===== config.mk =====
export PLATFORM = sky130hd
export DESIGN_NAME = swee_divider
export DESIGN_NICKNAME = d
export VERILOG_FILES = /design/src/hdl/swee_pkg.sv /design/src/hdl/swee_divider.sv
export SDC_FILE = /design/constraint.sdc
export NUM_CORES = 1
export LEC_CHECK = 0
export ABC_AREA = 0
export CORE_UTILIZATION = 40
export CTS_BUF_LIST = sky130_fd_sc_hd__clkbuf_2
export CTS_CLUSTER_SIZE = 20
export DETAILED_ROUTE_END_ITERATION = 12
export DONT_BUFFER_PORTS = 1
export SLEW_MARGIN = 20
export SYNTH_ARGS = -nofsm -noshare
export SYNTH_HDL_FRONTEND = slang
export SYNTH_SLANG_ARGS = --single-unit

===== constraint.sdc =====
create_clock -name clock -period 4.2 [get_ports clock]
set_input_delay 0.84 -clock clock [delete_from_list [all_inputs] [get_ports clock]]
set_output_delay 0.84 -clock clock [all_outputs]
set_load 0.05 [all_outputs]

===== src/hdl/swee_pkg.sv =====
package swee_pkg;

   localparam int RingDepthDefault = 64;
   localparam int TimeWidth        = 48;
   localparam int ProgWidth        = 17;
   localparam int SecsWidth        = 40;
   localparam int StatusWidth      = 3;

   localparam logic [TimeWidth-1:0] DefaultWindowUs = 48'd10000000;
   localparam logic [TimeWidth:0]   MinSpanUs       = 49'd1000000;
   localparam logic [ProgWidth-1:0] ProgressOne     = 17'd65536;
   localparam logic [SecsWidth-1:0] SecondsMax      = '1;
   localparam logic [20:0]          UsecPerSec      = 21'd1000000;

   // Quotient bits from the divider: 32 integer plus 8 fraction, plus one
   // overflow guard bit above the integer part.
   localparam int QuotWidth = 41;
   localparam int NumWidth  = 64 + 8;
   localparam int DenWidth  = 38;

   typedef enum logic [StatusWidth-1:0] {
      ST_VALID   = 3'd0,
      ST_FEW     = 3'd1,
      ST_SHORT   = 3'd2,
      ST_DONE    = 3'd3,
      ST_STALLED = 3'd4
   } status_type;

   typedef enum logic [3:0] {
      S_IDLE,
      S_DROP_RD,
      S_DROP_CHK,
      S_APPEND,
      S_RD_FIRST,
      S_RD_LAST,
      S_EVAL,
      S_MUL,
      S_DIV_GO,
      S_DIV,
      S_OUT
   } state_type;

   typedef struct packed {
      logic                 start;
      logic [NumWidth-1:0]  num;
      logic [DenWidth-1:0]  den;
   } div_req_type;

   typedef struct packed {
      logic                  done;
      logic [QuotWidth-1:0]  quot;
   } div_rsp_type;

endpackage


===== src/hdl/swee_divider.sv =====
// Restoring divider, one quotient bit per cycle. Only the low QuotWidth
// quotient bits are produced; the caller guarantees num/den fits or uses
// the top bit as an overflow flag (see top level).
module swee_divider
   import swee_pkg::*;
(
   input  logic        clock,
   input  logic        reset,
   input  div_req_type div_req,
   output div_rsp_type div_rsp
);

   localparam int CntWidth = $clog2(QuotWidth + 1);

   logic [NumWidth-1:0]  num_ff, num_in;
   logic [DenWidth:0]    rem_ff, rem_in;
   logic [DenWidth-1:0]  den_ff, den_in;
   logic [QuotWidth-1:0] quot_ff, quot_in;
   logic [CntWidth-1:0]  cnt_ff, cnt_in;
   logic                 busy_ff, busy_in;
   logic                 done_ff, done_in;
   logic [DenWidth+1:0]  trial;
   logic [DenWidth:0]    shifted;

   // One shift-subtract step
   always_comb begin
      shifted = {rem_ff[DenWidth-1:0], num_ff[NumWidth-1]};
      trial   = {1'b0, shifted} - {2'b00, den_ff};
      num_in  = num_ff;
      rem_in  = rem_ff;
      den_in  = den_ff;
      quot_in = quot_ff;
      cnt_in  = cnt_ff;
      busy_in = busy_ff;
      done_in = 1'b0;
      if (div_req.start) begin
         // preload: skip the high bits that cannot yield quotient bits
         num_in  = div_req.num << (NumWidth - QuotWidth);
         rem_in  = {1'b0, div_req.num[NumWidth-1 -: DenWidth]} >> 0;
         rem_in  = '0;
         rem_in[DenWidth-1:0] = div_req.num[NumWidth-1 -: DenWidth] >>
                                (DenWidth - (NumWidth - QuotWidth));
         den_in  = div_req.den;
         quot_in = '0;
         cnt_in  = CntWidth'(QuotWidth);
         busy_in = 1'b1;
      end else if (busy_ff) begin
         num_in = {num_ff[NumWidth-2:0], 1'b0};
         if (!trial[DenWidth+1]) begin
            rem_in  = trial[DenWidth:0];
            quot_in = {quot_ff[QuotWidth-2:0], 1'b1};
         end else begin
            rem_in  = shifted;
            quot_in = {quot_ff[QuotWidth-2:0], 1'b0};
         end
         cnt_in = cnt_ff - 1'b1;
         if (cnt_ff == CntWidth'(1)) begin
            busy_in = 1'b0;
            done_in = 1'b1;
         end
      end
   end

   always_ff @(posedge clock) begin
      if (reset) begin
         busy_ff <= 1'b0;
         done_ff <= 1'b0;
         cnt_ff  <= '0;
      end else begin
         busy_ff <= busy_in;
         done_ff <= done_in;
         cnt_ff  <= cnt_in;
      end
      num_ff  <= num_in;
      rem_ff  <= rem_in;
      den_ff  <= den_in;
      quot_ff <= quot_in;
   end

   assign div_rsp.done = done_ff;
   assign div_rsp.quot = quot_ff;

endmodule


==> impl_summary.log <==
[metrics] DIE AREA: 0.0227 mm2
[metrics] later-pin clock latency in the skew report: 0.76 ns
[metrics] share of layout cells above drive strength 1: 0.125
[metrics] total chip power: 4.01 mW
[metrics] unrepaired setup endpoints after global routing: no
[metrics] utilization after layout: 0.437
[metrics] Syn Std Cell Area: 0.00883 mm2
[metrics] Clock Sink Count: 166
[metrics] average routed wire per standard cell: 16.7 um
[metrics] Placeable Area: 0.0214 mm2
[metrics] number of distinct standard cells referenced by the synthesized netlist: 63
[metrics] mean post-synth cell area: 10.5 um2
[metrics] CTS tree: yes
[metrics] worst-case clock buffer depth: 2
[metrics] global-route usage over all layers: 0.170
[metrics] via count of the first global-routing pass: 5,983
[metrics] cells after synthesis: 839
[metrics] cell breakdown of the critical path: ha_1 -> a21oi_1 -> o21bai_1 -> a221oi_2 -> o311a_4 -> o31a_4 -> o22ai_4 -> o31ai_4 -> buf_4 -> o21ai_0 -> mux2_2
[metrics] starting density of the core: 0.414
[metrics] Remaining Overflow, GRT: 0
[metrics] transition time at the pin with the least slew margin: 1.05 ns
[metrics] worst-path fanout max: 27
[metrics] placed cells: 1,080
[metrics] gp weighted congestion: 0.783
[metrics] Async SR Flop Fraction: 0
[metrics] synthesized flop and latch total: 166
[metrics] PortBufs: 0
[metrics] number of warnings reported in the yosys synthesis log: 0
[metrics] number of enable-type register cells in the synthesized netlist: 110
[metrics] top cell family by delay on the critical path: compound AO/OA/AOI/OAI gates
[metrics] clk slew on worst S/H paths: 0.30 ns
[metrics] maximum vdd drop: 0.209 mV
[metrics] first-pass GRT wire length: 29,900 um
[metrics] count of TritonRoute iterations in the first routing pass: 4
[metrics] most instantiated flip-flop cell in the synthesis netlist: edfxtp_1
[metrics] leading cell type in the layout, fill and taps excluded: edfxtp_1
[metrics] antenna violations before repair: 5
[metrics] crit path DAT: 4.12 ns
[metrics] Hold WC Path Type: in -> reg
[metrics] Finished Cell Area: 0.00933 mm2
[metrics] number of buffers and inverters on the critical path: 1
[metrics] number of fillers in the final layout: 2,105
[metrics] Max Cap Violations: 0
[metrics] DP Wirelength: 12,600 um
[metrics] endpoint type of the worst setup path: flip-flop
[metrics] nature of the critical path startpoint: flip-flop
[metrics] combined area of the multi-input logic cells: 0.00404 mm2
[metrics] status: completed
[metrics] post-layout min period: 3.59 ns
[metrics] number of rows in the core area: 53
[metrics] min setup slack post-route: 0.608 ns
[metrics] Final Hold Viols: 0
[metrics] final count of negative-setup-slack endpoints: 0
[metrics] Fin Clk Skew: 0.0380 ns
[metrics] die width: 151 um
[metrics] pin count of the biggest net entering global routing: 195
[metrics] Max transition margin: 0.303
[metrics] Root Buffer: clkbuf_2
[metrics] dpl ws: 0.654 ns
[metrics] Tcrit/Tclk final: 0.855
[metrics] cell with the biggest individual delay on the critical path: edfxtp_1
[metrics] vias per cell: 5.27
[metrics] sequential cell area: 0.00443 mm2
[metrics] Setup Crit Path Kind: reg -> reg
[metrics] area grow syn2layout: 5.61%
[metrics] critical path data required time: 4.72 ns
[metrics] CTS H-tree lvls: 4
[metrics] final-layout setup total negative slack: 0 ns
[metrics] Inserted Clock Buffers: 17
[metrics] PwrDens: 430 mW/mm2
[metrics] highest-count cells in the layout ignoring fill and taps: 110 x edfxtp_1, 87 x nor2_1, 79 x a21oi_1
[metrics] number of DRC violations after detailed-routing iteration 0: 269
[metrics] maximum clock rate: 278 MHz
[metrics] cell area after placement: 0.00905 mm2
[metrics] number of nets at the end of the flow: 979
[metrics] via count: 5,882
[metrics] antenna-violating nets left: 0
[metrics] final max-slew violation count: 0
[metrics] I/O pins: 155
[metrics] Detailed Route WL: 18,700 um
[metrics] total nets after synthesis: 993
[metrics] leakage power of the design: 3.63 nW
[metrics] Hold Slack: 0.143 ns
[metrics] setup fix buffers added after clock tree synthesis: 0
[metrics] Crit path largest cell delay: 0.47 ns
[metrics] non-filler cells, final: 1,116
[metrics] drc violations: 0
[metrics] overall die height: 151 um
[metrics] share of the yosys chip area belonging to registers: 0.501
[state kept, by name (all words and copies together), names as in the netlist]
| signal | cells |
|---|---|
| cnt_ff | 6 |
| quot_ff | 41 |
| num_ff | 41 |
| den_ff | 38 |
| busy_ff | 1 |
| done_ff | 1 |
| rem_ff | 38 |
[power breakdown]
group          switching, mW  internal (mW)  total [mW]  leakage (nW)
combinational          0.643          0.479        1.12          1.92
sequential            0.0682           1.91        1.98          1.55
clock                  0.694          0.212       0.907         0.158
[synth_stat cells (all sizes together), types with 2 or more instances]
cell / instances / area [um2]
nor3b: 2 / 15.0
nand2: 77 / 299
o211ai: 5 / 37.5
a221oi: 3 / 32.5
clkbuf: 22 / 82.6
nand2b: 10 / 62.6
and2: 3 / 18.8
o21ai: 34 / 170
nor4b: 2 / 17.5
dfxtp: 56 / 1120
o22ai: 2 / 26.3
ha: 40 / 500
nand3b: 4 / 30.0
a21oi: 80 / 404
o31a: 3 / 35.0
nor3: 9 / 45.0
nand4: 3 / 18.8
a21o: 11 / 82.6
buf: 16 / 93.8
a31oi: 4 / 25.0
o2111ai: 2 / 23.8
xnor2: 18 / 158
nor4: 2 / 12.5
mux2: 46 / 518
nand3: 10 / 50.1
mux2i: 43 / 430
edfxtp: 110 / 3300
nor2: 87 / 327
and3: 2 / 12.5
o31ai: 3 / 36.3
o21bai: 6 / 45.0
o21a: 2 / 15.0
xor2: 19 / 166
a211oi: 6 / 45.0
nor2b: 24 / 150
or2: 6 / 37.5
a311oi: 5 / 68.8
inv: 51 / 191
[worst paths after layout]
| kind | depth (start not counted) | slack, ns | endpoint | startpoint |
|---|---|---|---|---|
| setup / recovery | 11 | 0.61 | rem_ff[18] | rem_ff[7] |
| hold / removal | 0 | 0.14 | den_ff[37] | div_req[37] |
| setup reg to reg | 11 | 0.61 | rem_ff[18] | rem_ff[7] |
| hold reg to reg | 2 | 0.52 | rem_ff[37] | rem_ff[37] |
[kinds of logic (layout without fill, tap and decap cells)]
| group | count (synthesis) | in the layout | synth area share |
|---|---|---|---|
| other | 0 | 3 | 0 |
| and+or+nand+nor | 243 | 243 | 0.126 |
| AOI/OAI and AO/OA | 174 | 174 | 0.128 |
| adders and majority gates | 41 | 41 | 0.0589 |
| xor gates and xnor gates | 37 | 37 | 0.0367 |
| muxes | 89 | 89 | 0.107 |
| DFF | 166 | 166 | 0.501 |
| buffers and inverters | 89 | 88 | 0.0417 |
[metal layers]
| layer | wire, um | vias to the layer above | part of all wire | track usage |
|---|---|---|---|---|
| met5 | 42 | - | 0.0023 | 0 |
| met4 | 180 | 6 | 0.0096 | 0.0480 |
| met3 | 1590 | 17 | 0.085 | 0.0709 |
| met2 | 8500 | 136 | 0.46 | 0.275 |
| met1 | 8360 | 2770 | 0.45 | 0.207 |
| li1 | - | 2953 | - | - |
[timing repair]
action | CTS | global route
hold buffers | 0 | 1
resized for setup | 0 | 0
endpoints found under the hold margin | 0 | 8
[area by class of cell]
| type | instances | area share |
|---|---|---|
| Clock buffer | 17 | 0.00912 |
| Timing Repair Buffer | 5 | 0.00564 |
| Clock inverter | 15 | 0.0189 |
| Multi-Input combinational cell | 584 | 0.433 |
| Inverter | 51 | 0.0205 |
| Antenna cell | 3 | 0.000805 |
| Sequential cell | 166 | 0.475 |
| Tap cell | 275 | 0.0369 |
Power figures use the tool's default switching activity.
